$ cat src/hdl/rgbc_pkg.sv
// Shared types and constants for the RGB565 pixel compositor.
package rgbc_pkg;

  localparam int SW_BITS    = 12;
  localparam int PITCH_BITS = 13;
  localparam int CFG_BITS   = 13;
  localparam int PIX_BITS   = 16;
  localparam int OUT_ADDR_BITS = 24;

  typedef enum logic [1:0] {
    OP_OPAQUE = 2'd0,
    OP_BLEND  = 2'd1,
    OP_DARKEN = 2'd2,
    OP_UNUSED = 2'd3
  } op_t;

  typedef enum logic {
    REG_SURFACE_WIDTH = 1'b0,
    REG_ROW_PITCH     = 1'b1
  } reg_idx_t;

  localparam logic [SW_BITS-1:0]    SW_RESET    = 12'd480;
  localparam logic [PITCH_BITS-1:0] PITCH_RESET = 13'd480;

endpackage

$ cat src/hdl/rgb565_pixel_compositor.sv
// Top level of the RGB565 pixel compositor: registers, pipeline and checks.
//
// Per-pixel write stage for a framebuffer rotated by 90 degrees.
// Input channel: in_valid / in_stall with operation, x_pos, y_pos, source
// colour, alpha and the current destination pixel. Output channel:
// out_valid / out_stall with pixel_address, pixel_value and write_enable.
// A request is taken on an edge where valid is high and stall is low.
// Two stages: an input register, then the address multiply and the colour
// multiplies feed the result register. A request moves from the input
// register to the result register whenever the result register is free.
// Throughput is one pixel per cycle while out_stall is low: each register
// holds one request; x_pos * row_pitch and blend multiplies sit between.
// When the receiver stalls, the result register holds; the input register
// still takes one more request if it is empty, then in_stall rises.
// Reset clears both stage valids and loads surface_width and row_pitch
// with 480. Configuration via cfg_write/cfg_index/cfg_data while idle.
module rgb565_pixel_compositor
  import rgbc_pkg::*;
#(
  parameter int COORD_BITS = 11,
  parameter int ADDR_BITS  = 24
) (
  input  logic                     clk,
  input  logic                     rst,
  input  logic                     cfg_write,
  input  logic                     cfg_index,
  input  logic [CFG_BITS-1:0]      cfg_data,
  input  logic                     in_valid,
  output logic                     in_stall,
  input  logic [1:0]               operation,
  input  logic [COORD_BITS-1:0]    x_pos,
  input  logic [COORD_BITS-1:0]    y_pos,
  input  logic [7:0]               src_red,
  input  logic [7:0]               src_green,
  input  logic [7:0]               src_blue,
  input  logic [7:0]               alpha,
  input  logic [PIX_BITS-1:0]      dest_pixel,
  output logic                     out_valid,
  input  logic                     out_stall,
  output logic [OUT_ADDR_BITS-1:0] pixel_address,
  output logic [PIX_BITS-1:0]      pixel_value,
  output logic                     write_enable
);

  logic [SW_BITS-1:0]    surface_width;
  logic [PITCH_BITS-1:0] row_pitch;

  // input register
  logic                  s1_valid;
  logic [1:0]            s1_op;
  logic [COORD_BITS-1:0] s1_x, s1_y;
  logic [7:0]            s1_r, s1_g, s1_b, s1_a;
  logic [PIX_BITS-1:0]   s1_dest;

  logic                  out_free;
  logic                  in_take;
  logic                  s1_move;

  logic [ADDR_BITS-1:0]  addr;
  logic                  s1_on_surface;
  logic [PIX_BITS-1:0]   s1_pixel;
  logic                  s1_colour_we;

  always_ff @(posedge clk) begin
    if (rst) begin
      surface_width <= SW_RESET;
      row_pitch     <= PITCH_RESET;
    end else if (cfg_write) begin
      unique case (reg_idx_t'(cfg_index))
        REG_SURFACE_WIDTH: surface_width <= cfg_data[SW_BITS-1:0];
        REG_ROW_PITCH:     row_pitch     <= cfg_data[PITCH_BITS-1:0];
        default: ;
      endcase
    end
  end

  assign out_free = !out_valid || !out_stall;
  assign s1_move  = s1_valid && out_free;
  assign in_stall = s1_valid && !out_free;
  assign in_take  = in_valid && !in_stall;

  always_ff @(posedge clk) begin
    if (rst) begin
      s1_valid <= 1'b0;
    end else if (in_take) begin
      s1_valid <= 1'b1;
    end else if (s1_move) begin
      s1_valid <= 1'b0;
    end
  end

  always_ff @(posedge clk) begin
    if (in_take) begin
      s1_op   <= operation;
      s1_x    <= x_pos;
      s1_y    <= y_pos;
      s1_r    <= src_red;
      s1_g    <= src_green;
      s1_b    <= src_blue;
      s1_a    <= alpha;
      s1_dest <= dest_pixel;
    end
  end

  rgbc_addr #(
    .COORD_BITS(COORD_BITS),
    .ADDR_BITS (ADDR_BITS)
  ) u_addr (
    .x_pos        (s1_x),
    .y_pos        (s1_y),
    .surface_width(surface_width),
    .row_pitch    (row_pitch),
    .addr         (addr),
    .on_surface   (s1_on_surface)
  );

  rgbc_colour u_colour (
    .operation  (s1_op),
    .src_red    (s1_r),
    .src_green  (s1_g),
    .src_blue   (s1_b),
    .alpha      (s1_a),
    .dest_pixel (s1_dest),
    .pixel_value(s1_pixel),
    .colour_we  (s1_colour_we)
  );

  // result register
  always_ff @(posedge clk) begin
    if (rst) begin
      out_valid <= 1'b0;
    end else if (out_free) begin
      out_valid <= s1_valid;
    end
  end

  always_ff @(posedge clk) begin
    if (s1_move) begin
      pixel_address <= OUT_ADDR_BITS'(addr);
      pixel_value   <= s1_pixel;
      write_enable  <= s1_colour_we && s1_on_surface;
    end
  end

  a_stall_only_when_full: assert property (@(posedge clk) disable iff (rst)
    in_stall |-> s1_valid)
    else $error("input stalled with an empty input register");

  a_item_advances: assert property (@(posedge clk) disable iff (rst)
    (s1_valid && !out_valid) |=> out_valid)
    else $error("request in input register failed to reach the output");

  a_no_phantom: assert property (@(posedge clk) disable iff (rst)
    (out_valid && !out_stall && !s1_valid) |=> !out_valid)
    else $error("result appeared without a request behind it");

  a_outside_zero_addr: assert property (@(posedge clk) disable iff (rst)
    (s1_valid && !s1_on_surface) |-> (addr == '0))
    else $error("out-of-surface pixel produced a non-zero address");

endmodule

$ cat src/hdl/rgbc_addr.sv
// Rotated framebuffer address generation and surface range check.
module rgbc_addr
  import rgbc_pkg::*;
#(
  parameter int COORD_BITS = 11,
  parameter int ADDR_BITS  = 24
) (
  input  logic [COORD_BITS-1:0] x_pos,
  input  logic [COORD_BITS-1:0] y_pos,
  input  logic [SW_BITS-1:0]    surface_width,
  input  logic [PITCH_BITS-1:0] row_pitch,
  output logic [ADDR_BITS-1:0]  addr,
  output logic                  on_surface
);

  localparam int CMP_W  = (COORD_BITS > SW_BITS) ? COORD_BITS : SW_BITS;
  localparam int PROD_W = COORD_BITS + PITCH_BITS + 1;

  logic [CMP_W-1:0]  y_ext;
  logic [CMP_W-1:0]  sw_ext;
  logic [CMP_W-1:0]  x_phys;
  logic [PROD_W-1:0] row_base;
  logic [PROD_W-1:0] sum;

  assign y_ext      = CMP_W'(y_pos);
  assign sw_ext     = CMP_W'(surface_width);
  assign on_surface = y_ext < sw_ext;
  // mirrored column; only meaningful on the surface
  assign x_phys = sw_ext - CMP_W'(1) - y_ext;

  assign row_base = PROD_W'(x_pos) * PROD_W'(row_pitch);
  assign sum      = row_base + PROD_W'(x_phys);

  assign addr = on_surface ? ADDR_BITS'(sum) : '0;

endmodule

$ cat src/hdl/rgbc_colour.sv
// RGB565 colour path: opaque pack, alpha blend and darken.
module rgbc_colour
  import rgbc_pkg::*;
(
  input  logic [1:0]          operation,
  input  logic [7:0]          src_red,
  input  logic [7:0]          src_green,
  input  logic [7:0]          src_blue,
  input  logic [7:0]          alpha,
  input  logic [PIX_BITS-1:0] dest_pixel,
  output logic [PIX_BITS-1:0] pixel_value,
  output logic                colour_we
);

  op_t         op;
  logic [4:0]  fg_r, fg_b, bg_r, bg_b;
  logic [5:0]  fg_g, bg_g;
  logic [7:0]  fg_w, inv_a;
  logic [13:0] sum_r, sum_b;
  logic [14:0] sum_g;
  logic [PIX_BITS-1:0] packed_src, mixed;

  assign op = op_t'(operation);

  assign fg_r = src_red[7:3];
  assign fg_g = src_green[7:2];
  assign fg_b = src_blue[7:3];
  assign bg_r = dest_pixel[15:11];
  assign bg_g = dest_pixel[10:5];
  assign bg_b = dest_pixel[4:0];

  assign packed_src = {fg_r, fg_g, fg_b};

  // darken is a blend against black, so the source weight drops to zero
  assign fg_w  = (op == OP_BLEND) ? alpha : 8'd0;
  assign inv_a = 8'd255 - alpha;

  assign sum_r = 14'(fg_r) * 14'(fg_w) + 14'(bg_r) * 14'(inv_a);
  assign sum_g = 15'(fg_g) * 15'(fg_w) + 15'(bg_g) * 15'(inv_a);
  assign sum_b = 14'(fg_b) * 14'(fg_w) + 14'(bg_b) * 14'(inv_a);

  assign mixed = {sum_r[12:8], sum_g[13:8], sum_b[12:8]};

  always_comb begin
    unique case (op) inside
      OP_OPAQUE: begin
        pixel_value = packed_src;
        colour_we   = 1'b1;
      end
      OP_BLEND, OP_DARKEN: begin
        pixel_value = mixed;
        colour_we   = alpha != 8'd0;
      end
      default: begin
        pixel_value = dest_pixel;
        colour_we   = 1'b0;
      end
    endcase
  end

endmodule

$ cat config.mk
export PLATFORM = sky130hd
export DESIGN_NAME = rgb565_pixel_compositor
export DESIGN_NICKNAME = d
export VERILOG_FILES = /design/src/hdl/rgbc_pkg.sv /design/src/hdl/rgb565_pixel_compositor.sv /design/src/hdl/rgbc_addr.sv /design/src/hdl/rgbc_colour.sv
export SDC_FILE = /design/constraint.sdc
export NUM_CORES = 1
export LEC_CHECK = 0
export BUFFER_PORTS_ARGS = -buffer_cell sky130_fd_sc_hd__buf_4
export CAP_MARGIN = 20
export CORE_UTILIZATION = 50
export DETAILED_ROUTE_END_ITERATION = 12
export PLACE_DENSITY_LB_ADDON = 0.15
export REMOVE_ABC_BUFFERS = 1
export SYNTH_ARGS = -nofsm -noshare
export SYNTH_HDL_FRONTEND = slang
export SYNTH_SLANG_ARGS = --single-unit
$ cat constraint.sdc
create_clock -name clk -period 7.6 [get_ports clk]
set_input_delay 0 -clock clk [delete_from_list [all_inputs] [get_ports clk]]
set_output_delay 0 -clock clk [all_outputs]
set_load 0.01 [all_outputs]
==> Word level (Yosys, flattened, before mapping) <==
Cells that the tools add are included.
{ "word_totals": {"word_cells": 53, "inputBits": 91, "register_bits": 140, "output_inout_bits": 43} }
{ "op_classes": {"bitwise": 1, "n_lt_le_gt_ge": 1, "reduce_logical": 15, "muxes": 5, "eq_ne": 2, "n_mul": 7, "add_sub_neg": 7} }
{ "op_table": {"columns": ["op", "count"], "rows": [
  ["5-bit by 8-bit multiplier with 13-bit output", 4],
  ["16-bit case mux with 2 select lines", 1],
  ["6-bit by 8-bit multiplier with 14-bit output", 2],
  ["13-bit adder", 2],
  ["24-bit by 12-bit adder with 24-bit output", 1],
  ["11-bit by 13-bit multiplier with 24-bit output", 1],
  ["14-bit adder", 1],
  ["11-bit by 12-bit < comparator with 1-bit output", 1],
  ["12-bit by 1-bit subtractor with 12-bit output (second input constant)", 1],
  ["12-bit by 11-bit subtractor with 12-bit output", 1],
  ["8-bit 2-to-1 mux", 1],
  ["8-bit nonzero test", 1],
  ["8-bit subtractor (first input constant)", 1],
  ["1-bit logical AND", 4],
  ["1-bit logical NOT", 4],
  ["2-bit AND reduction", 2],
  ["2-bit by 1-bit == test with 1-bit output (second input constant)", 1],
  ["2-bit == test (second input constant)", 1],
  ["2-bit logical NOT", 1],
  ["1-bit 2-to-1 mux", 2],
  ["1-bit case mux with 2 select lines", 1],
  ["2-bit nonzero test", 1],
  ["2-bit OR reduction", 1],
  ["1-bit logical OR", 1],
  ["1-bit inverter", 1]
]} }

==> Logic depth before layout (Yosys ltp) <==
{ "logic_depth": {"depth_word": 7, "ltp_mapped": 26, "depth_no_buf": 26} }

==> Hierarchy <==
From an unflattened synthesis, not the netlist that was laid out.
{ "hier_totals": {"cells_unflattened": 1912, "area_unflattened_um2": 18612.9} }
{ "by_module_without_submodules": {"columns": ["module", "seq_area_each_um2", "n_inst", "cells_per_inst", "area_per_inst_um2"], "rows": [
  ["rgbc_colour", 0.0, 1, 925, 7986.4],
  ["rgbc_addr", 0.0, 1, 763, 6099.6],
  ["rgb565_pixel_compositor", 3933.8, 1, 224, 4526.8]
]} }

==> Least setup slack after synthesis <==
No wires, ideal clock.
{ "synth_path": {"path_kind": "reg-to-reg", "startpoint": "register s1_y[0]", "endpoint": "register pixel_address[22], data pin", "period_less_slack_ns": 6.188, "required_ns": 7.410, "stages_incl_launch_ff": 27, "t_arrival_ns": 5.997, "n_path_buf": 0, "setup_ns": 0.190, "slack_ns": 1.412, "cell_sequence": "edfxtp_1 -> inv_1 -> ha_1 -> fa_1 -> a21o_1 -> a21oi_2 -> o21ai_1 -> and2_1 -> or4_4 -> a31o_1 -> a21oi_2 -> xor2_1 -> fa_1 -> inv_1 -> fa_1 -> fa_1 -> inv_1 -> fa_1 -> inv_1 -> ha_1 -> nor3b_2 -> o21ai_0 -> a31oi_1 -> o22a_2 -> and3_1 -> mux2i_1 -> a2111oi_2"} }
{ "synth_via": {"elab_chain_cells": 2, "elab_cells_between_ends": 3, "cone_classes": "2 x add/sub; 1 x order compare"} }
{ "synth_lines": {"columns": ["element", "line_no", "text"], "rows": [
  ["start, declared", "rgb565_pixel_compositor.sv:51", "logic [COORD_BITS-1:0] s1_x, s1_y;"],
  ["start signal, assigned", "rgb565_pixel_compositor.sv:96", "s1_y <= y_pos;"],
  ["12-bit by 11-bit subtractor with 12-bit output", "rgbc_addr.sv:29", "assign x_phys = sw_ext - CMP_W'(1) - y_ext;"],
  ["24-bit by 12-bit adder with 24-bit output", "rgbc_addr.sv:32", "assign sum = row_base + PROD_W'(x_phys);"],
  ["end signal, assigned", "rgb565_pixel_compositor.sv:139", "pixel_address <= OUT_ADDR_BITS'(addr);"],
  ["end, declared", "rgb565_pixel_compositor.sv:40", "output logic [OUT_ADDR_BITS-1:0] pixel_address,"]
]} }
Parallel ways exist; a longest one is shown, timed or not.
A chain may end at the register's enable or synchronous reset.

==> Worst setup path in the final report <==
{ "layout_path": {"startpoint": "register s1_op[1]", "endpoint": "register pixel_value[4], data pin"} }
{ "layout_via": {"elab_chain_cells": 5, "elab_cells_between_ends": 8, "cone_classes": "1 x add/sub; 1 x mul; 2 x eq/ne; 2 x mux; 2 x reduce/logical"} }
{ "layout_lines": {"columns": ["element", "line_no", "text"], "rows": [
  ["start, declared", "rgb565_pixel_compositor.sv:50", "logic [1:0] s1_op;"],
  ["start signal, assigned", "rgb565_pixel_compositor.sv:94", "s1_op <= operation;"],
  ["2-bit by 1-bit == test with 1-bit output", "rgbc_colour.sv:35", "assign fg_w = (op == OP_BLEND) ? alpha : 8'd0;"],
  ["8-bit 2-to-1 mux", "rgbc_colour.sv:35", null],
  ["5-bit by 8-bit multiplier with 13-bit output", "rgbc_colour.sv:40", "assign sum_b = 14'(fg_b) * 14'(fg_w) + 14'(bg_b) * 14'(inv_a);"],
  ["13-bit adder", "rgbc_colour.sv:40", null],
  ["16-bit case mux with 2 select lines *", "rgbc_colour.sv:45", "unique case (op) inside"],
  ["via s1_pixel[4]", "rgb565_pixel_compositor.sv:61", "logic [PIX_BITS-1:0] s1_pixel;"],
  ["end signal, assigned", "rgb565_pixel_compositor.sv:140", "pixel_value <= s1_pixel;"],
  ["end, declared", "rgb565_pixel_compositor.sv:41", "output logic [PIX_BITS-1:0] pixel_value,"]
]} }
The timed path passes the listed nets; every way through them passes the cells marked *.

==> results.cfg <==
[outcome]
outcome = complete, no violations

[die]
rows = 68
core-area_um2 = 34800
die_x_um = 191
dieArea_um2 = 36400
start_util = 0.512
pin_count = 134
die_h_um = 191

[route]
drtIter0Drc = 562
drtAntennaViolNets = 0
wirelength_mm = 39.6
viasPerCell = 5.14
num_vias = 12740
drc_errors = 0
avgRoutedWirePerCell_um = 16.0
firstDrtPassIters = 7

[sta]
maxSlewViolCount = 0
setup_violations = 0
hold_viol = 0
rsz0062_at_grt = no
fin_skew_ns = 0.0147
period_share = 0.882
tns_ns = 0
finalCriticalPeriod_ns = 6.70
max-slew-margin-rel = 0.379
worst_slew_pin_slew_ns = 0.932
max_freq_mhz = 149

[clock_tree]
clockRootBuffer = clkbuf_16
cts_max_level = 4
cts_tree = yes
cts_buffers = 17
clock_path_buffers = 2
clock-sinks = 132
clock_latency_ns = 0.44
cts.clk_slew.worst_paths_ns = 0.07
postCtsSetupBuffers = 0

[power]
swShare = 0.433
seq_power_share = 0.211
p_sw_mw = 2.08
powerDensity_nw_per_um2 = 233
comb_power_share = 0.613
p_int_mw = 2.72
ir_drop_v = 0.000190
p_clk_frac = 0.176
p_leak_nw = 10.3

[logic_synthesis]
async_reset_ff_frac = 0
yosys_warnings = 0
synth_area_leaders = fa_1 32%, edfxtp_1 18%, ha_1 13%, inv_1 7.7%, nand2_1 5.4%
synth.top_cell.area_share = 0.319
avgSynthCellArea_um2 = 9.61
synth_flop_cell = edfxtp_1
syn_inst = 1854
synth_top_area_cell = fa_1
ys_seq_elements = 132
ys_top_cells_by_count = 367 x inv_1, 284 x fa_1, 257 x nand2_1, 189 x ha_1, 105 x edfxtp_1
yosysUniqueCellTypes = 55
synth_edf_count = 105
synth.most_common_cell = inv_1
syn_area_um2 = 17800
synth-seq-area-share = 0.207

[finish]
fin_cells = 2480
layout.nets = 2576
diodes = 0
areaGrowthSynthToFinish_pct = 15.4
nFillCells = 3032
drive_gt1_frac = 0.0909

[critical_path]
crit_fanout = 22
worst-r2r-cell-count = 22
critPathRequiredTime_ns = 7.76
cp.arrival_ns = 6.87
worstSetupPathType = flop to flop
end_kind = flop
worstSetupStartpointType = flop

[global_route]
grt_pass1_vias = 13834
grt_pass1_wl_mm = 67.6
grt_usage = 0.237
grt_max_degree = 65
global_route.overflow_total = 0
antenna_found_initial = 0

[placement]
gp_congestion = 0.850
dp.cells = 2365
port_buffers = 125
dp_hpwl_mm = 30.6

[min_path]
holdCritPathClass = input pin to flop
hold_depth = 5

[run]
maxCapViolations = 0
-- through the flow --
step | hold slack, ns | power [mW] | instance area [µm²] | utilization | setup slack [ns]
after floorplan | 0.0691 | 3.22 | 17500 | - | 1.41
after detailed placement | 0.179 | 3.92 | 19100 | 0.550 | 0.896
after global placement | 0.178 | 3.83 | 19100 | 0.550 | 0.988
after global routing | 0.0628 | 5.30 | 20600 | 0.591 | 0.557
final | 0.0576 | 4.79 | 20600 | 0.591 | 0.895
after CTS | 0.0318 | 4.83 | 20600 | 0.591 | 0.898
-- cells by family after synthesis --
logic type / Yosys count / share of synthesized area
AND/OR/NAND/NOR: 593 / 0.164
adder cells (fa/ha/maj): 473 / 0.452
buffers and inverters: 453 / 0.0955
AO/OA/AOI/OAI: 151 / 0.0558
flip-flops: 132 / 0.207
XOR/XNOR: 50 / 0.0246
multiplexers: 2 / 0.00112
-- final cells by class --
type / count / area (µm²) / area share
repair buffers: 225 / 1900 / 0.0923
inverters: 367 / 1380 / 0.0670
multi-input cells: 1269 / 12400 / 0.605
clock buffers: 20 / 468 / 0.0228
well taps: 455 / 569 / 0.0277
flip-flops and latches: 132 / 3690 / 0.180
clock inverters: 12 / 116 / 0.00566
-- power by group through the flow --
stage	registers, mW	clock network (mW)	logic, mW
finish	1.01	0.845	2.94
global route	1.02	0.891	3.38
CTS	1.01	0.867	2.95
detailed placement	1.03	0	2.89
global placement	1.03	0	2.80
floorplan	1.02	0	2.20
-- path summary, 6_finish.rpt --
check             slack (ns)              from                end
setup / recovery        0.90          s1_op[1]     pixel_value[4]
hold / removal          0.06         cfg_index  surface_width[11]
setup reg to reg        0.90          s1_op[1]     pixel_value[4]
hold reg to reg         0.48  surface_width[2]   surface_width[2]
-- state kept, by name (all words and copies together), names as in the netlist --
register,cells
out_valid,1
pixel_address,24
pixel_value,16
row_pitch,13
s1_a,8
s1_b,5
s1_dest,16
s1_g,6
s1_op,2
s1_r,5
s1_valid,1
s1_x,11
s1_y,11
surface_width,12
write_enable,1
-- timing repair --
action	4_1_cts	5_1_grt
hold endpoints to repair	91	0
gates resized for setup	0	0
hold buffers	83	0
-- layout by cell type (no fill, tap or decap), drive strengths merged, types with 6 or more instances in the layout --
cell type	instances
buf	142
a211o	6
a21o	12
ha	189
o21ai	28
fa	284
xor2	20
dfxtp	27
o221ai	8
nor2b	85
o21a	8
inv	373
a21oi	49
xnor2	30
a211oi	6
clkbuf	20
and2	66
nand2b	45
dlygate4sd3	83
and3	47
a31oi	6
nand2	257
nor2	61
nor3	10
nand3	6
edfxtp	105
-- per-layer routing --
metal  track usage  wire, µm  share of wire
met1         0.282     16300           0.41
met3        0.0335      1610          0.041
met5             0         0              0
met4        0.0658       758          0.019
met2         0.442     21000           0.53
-- critical path: stages (launching register included) --
cell	delay, ns
edfxtp_1	0.40
inv_1	0.10
ha_1	0.68
and2_0	0.54
buf_4	0.27
nand2_1	0.09
fa_1	0.52
inv_1	0.05
fa_1	0.53
fa_1	0.44
fa_1	0.55
inv_1	0.06
fa_1	0.53
inv_1	0.04
ha_1	0.28
o21a_1	0.16
nor2_1	0.14
nor3_1	0.09
a2111oi_2	0.46
nor2b_1	0.09
nor2_1	0.14
xnor2_1	0.14
o221ai_1	0.13
Power figures use the tool's default switching activity.
